**src/rtl/phd_pkg.sv**
```systemverilog
`timescale 1ns / 1ps
// ----------------------------------------------------------------------------
// phd_pkg
// Shared sizes, status codes and cell control type for the pairwise Hamming
// distance matrix block.
// ----------------------------------------------------------------------------
package phd_pkg;

    localparam int NUM_SEQUENCES = 16;
    localparam int MAX_LENGTH    = 4096;

    localparam int SEQ_W  = $clog2(NUM_SEQUENCES + 1);
    localparam int JDX_W  = $clog2(NUM_SEQUENCES);
    localparam int POS_W  = $clog2(MAX_LENGTH + 1);
    localparam int ADDR_W = $clog2(NUM_SEQUENCES * MAX_LENGTH);

    localparam int RES_W  = 8;
    localparam int ROW_W  = 4;
    localparam int COL_W  = 4;
    localparam int CNT_W  = 13;
    localparam int STAT_W = 2;

    localparam int S_TDATA_W  = 8;
    localparam int M_FIELDS_W = ROW_W + COL_W + CNT_W;
    localparam int M_TDATA_W  = ((M_FIELDS_W + 7) / 8) * 8;

    typedef logic [STAT_W-1:0] status_t;

    localparam status_t STATUS_OK       = 2'd0;
    localparam status_t STATUS_LEN_MISM = 2'd1;
    localparam status_t STATUS_TOO_LONG = 2'd2;
    localparam status_t STATUS_TOO_MANY = 2'd3;

    typedef struct packed {
        logic clear;
        logic shift;
    } cell_ctrl_t;

endpackage

```
**src/rtl/phd_cell.sv**
```systemverilog
`timescale 1ns / 1ps
// ----------------------------------------------------------------------------
// phd_cell
// One mismatch counter of the rotating counter chain; takes its neighbor's
// count on a shift and adds the incoming mismatch bit.
// ----------------------------------------------------------------------------
module phd_cell
    import phd_pkg::*;
(
    input  logic             aclk,
    input  logic             aresetn,
    input  cell_ctrl_t       ctrl,
    input  logic             inc,
    input  logic [POS_W-1:0] cnt_in,
    output logic [POS_W-1:0] cnt_out
);

    logic [POS_W-1:0] cnt_reg;

    always_ff @(posedge aclk) begin
        if (!aresetn || ctrl.clear) begin
            cnt_reg <= '0;
        end else if (ctrl.shift) begin
            cnt_reg <= cnt_in + POS_W'(inc);
        end
    end

    assign cnt_out = cnt_reg;

endmodule

```
**config.mk**
```make
export PLATFORM = sky130hd
export DESIGN_NAME = phd_cell
export DESIGN_NICKNAME = d
export VERILOG_FILES = /design/src/rtl/phd_pkg.sv /design/src/rtl/phd_cell.sv
export SDC_FILE = /design/constraint.sdc
export NUM_CORES = 1
export LEC_CHECK = 0
export BUFFER_PORTS_ARGS = -buffer_cell sky130_fd_sc_hd__buf_2
export CAP_MARGIN = 20
export CORE_AREA = 5 5 46 48
export CTS_CLUSTER_SIZE = 20
export DETAILED_ROUTE_END_ITERATION = 8
export DIE_AREA = 0 0 51 53
export GPL_TIMING_DRIVEN = 0
export PLACE_DENSITY = 0.73
export REMOVE_ABC_BUFFERS = 1
export SLEW_MARGIN = 5
export SYNTH_ARGS = -nofsm -noshare
export SYNTH_HDL_FRONTEND = slang
export SYNTH_SLANG_ARGS = --single-unit
```
**constraint.sdc**
```tcl
create_clock -name aclk -period 2.3 [get_ports aclk]
set_input_delay 0.115 -clock aclk [delete_from_list [all_inputs] [get_ports aclk]]
set_output_delay 0.115 -clock aclk [all_outputs]
set_load 0.05 [all_outputs]
```
==> impl_metrics.py <==
metrics = {
    "grt": {
        "antenna_found_initial": 0,
        "grt_remaining_overflow": 0,
        "grt_pass1_vias": 566,
        "grt_usage_pct": 11.2,
        "grt_pass1_wl_mm": 2.25,
        "grt_max_degree": 21,
    },
    "yosys": {
        "syn_area_um2": 689,
        "synthFlopType": "dfxtp_1",
        "async_flop_share_pct": 0,
        "yosysWarningCount": 0,
        "synth_cell_types": 24,
        "synth_seq_area_share_pct": 37.7,
        "avgSynthCellArea_um2": 8.95,
        "synthCells": 77,
        "synth-seq-cells": 13,
        "synth_edf_count": 0,
    },
    "routing": {
        "drcViolationCount": 0,
        "first_pass_iters": 4,
        "vias": 605,
        "vias_per_cell": 4.84,
        "final_antenna_net_count": 0,
        "routed_wl_mm": 1.50,
        "initialDrtViolationCount": 6,
        "routedWlPerCell_um": 12.0,
    },
    "clock_network": {
        "cts-root-buf": "clkbuf_4",
        "cts-hold-fix-buffers": 0,
        "cts_tree": "built",
        "postCtsSetupRepairBufs": 0,
        "htreeDepth": 1,
        "clkLatencyLatePin_ns": 0.27,
        "cts_buffer_depth": 2,
        "cts_resized": 0,
        "clk_pin_slew_ns": 0.08,
        "cts-buffers-inserted": 3,
        "cts_sinks": 13,
    },
    "placed_design": {
        "placedInstanceArea_um2": 848,
        "numPortBuffers": 30,
        "gp_congestion": 0.695,
        "hpwl_mm": 1.19,
    },
    "floorplan": {
        "num_rows": 15,
        "fp.dieW_um": 51,
        "coreArea_um2": 1670,
        "ioPinCount": 31,
        "start_util_pct": 41.3,
        "fp.dieH_um": 53,
        "dieArea_um2": 2700,
    },
    "timing": {
        "finalSetupViolations": 0,
        "relSlewSlack_pct": 71.3,
        "hold_violations": 0,
        "finalCritPeriodShare_pct": 46.0,
        "skew_ns": 0,
        "fmax_mhz": 946,
        "final_max_slew_viol_count": 0,
        "tightest_slew_ns": 0.431,
        "rsz0062_at_grt": "no",
        "period_needed_ns": 1.06,
        "fin_setup_tns_ns": 0,
    },
    "finish": {
        "drive_above_1_share_pct": 37.0,
        "multiInputGateArea_um2": 405,
        "nFillCells": 165,
        "mostFrequentLayoutCells": "30 x buf_2, 14 x nor2_1, 13 x dfxtp_1",
        "antenna_cells": 0,
        "regArea_um2": 260,
        "nets": 129,
        "final_common_cell": "buf_2",
        "synthToLayoutAreaGrowth_pct": 26.9,
        "design_area_um2": 875,
        "largest_reg_flops": 13,
    },
    "setup_path": {
        "end_kind": "flop",
        "startpoint_type": "input port",
        "crit_type": "input port to flop",
        "required_ns": 2.50,
        "path_max_fanout": 5,
        "worstPathArrival_ns": 1.25,
    },
    "power": {
        "p_leak_nw": 0.380,
        "peakVddDrop_v": 0.000326,
        "pwr_density_cell_nw_per_um2": 559,
    },
    "run_status": {
        "status": "complete, no violations",
    },
    "flow_run": {
        "max-cap-violations": 0,
    },
    "min_path": {
        "holdCritPathClass": "input port to flop",
    },
}
critical path, stage by stage:
cell	delay [ns]
buf_2	0.08
ha_1	0.19
ha_1	0.22
nand3_2	0.17
nor3_2	0.17
xnor2_1	0.10
a211oi_2	0.21
synth_stat cells, types with 2 or more instances:
| master | number | area [um2] |
|---|---|---|
| clkbuf_1 | 2 | 7.51 |
| nor2_1 | 14 | 52.6 |
| nand3_1 | 2 | 10.0 |
| a211oi_1 | 7 | 52.6 |
| ha_1 | 2 | 25.0 |
| dfxtp_1 | 13 | 260 |
| mux2i_1 | 2 | 20.0 |
| xnor2_1 | 10 | 87.6 |
| nand2_1 | 5 | 18.8 |
| nor3_2 | 2 | 20.0 |
| inv_1 | 3 | 11.3 |
| nor3_1 | 2 | 10.0 |
| o21ai_0 | 2 | 10.0 |
where the power goes:
| group | switching (mW) | internal, mW |
|---|---|---|
| Combinational | 0.0736 | 0.0365 |
| Sequential | 0.00383 | 0.234 |
| Clock | 0.0739 | 0.0671 |
| Total | 0.151 | 0.338 |
layer usage:
layer  GRT usage, %  vias to the layer above  wire length, um
met5              0                        -                0
met4           8.07                        0                0
met3           2.82                        0              108
met2           19.3                       16              778
met1           11.9                      262              608
li1               -                      327                -
cell families after synthesis:
group | synth area share (%)
and+or+nand+nor | 26.7
buffers and inverters | 3.45
DFF | 37.7
xor gates and xnor gates | 14.0
adders and majority gates | 3.63
muxes | 2.90
AOI/OAI and AO/OA | 11.6
through the flow:
| step | setup WS, ns | utilization (%) | hold WS [ns] | std cells | total power, mW |
|---|---|---|---|---|---|
| global route | 1.14 | 52.4 | 0.129 | 125 | 0.518 |
| detailed placement | 0.968 | 50.8 | 0.417 | 121 | 0.354 |
| finish | 1.24 | 52.4 | 0.128 | 125 | 0.489 |
| CTS | 1.24 | 52.4 | 0.122 | 125 | 0.500 |
| global placement | 0.988 | 50.8 | 0.392 | 121 | 0.352 |
| floorplan | 1.16 | - | 0.207 | 74 | 0.312 |
layout make-up:
class,count,area share [%]
Multi-Input combinational cell,58,46.4
Inverter,3,1.29
Timing Repair Buffer,30,17.2
Sequential cell,13,29.8
Clock buffer,4,3.00
Tap cell,17,2.43
final timing paths:
kind	start	to	slack, ns	cells past startpoint
worst min-delay path	cnt_in[12]	cnt_out[12]	0.13	3
worst max-delay path	inc	cnt_out[10]	1.24	7
worst min register to register	cnt_out[12]	cnt_out[12]	0.45	2
worst max register to register	cnt_out[2]	cnt_out[2]	1.63	2
(Power assumes the default switching activity.)
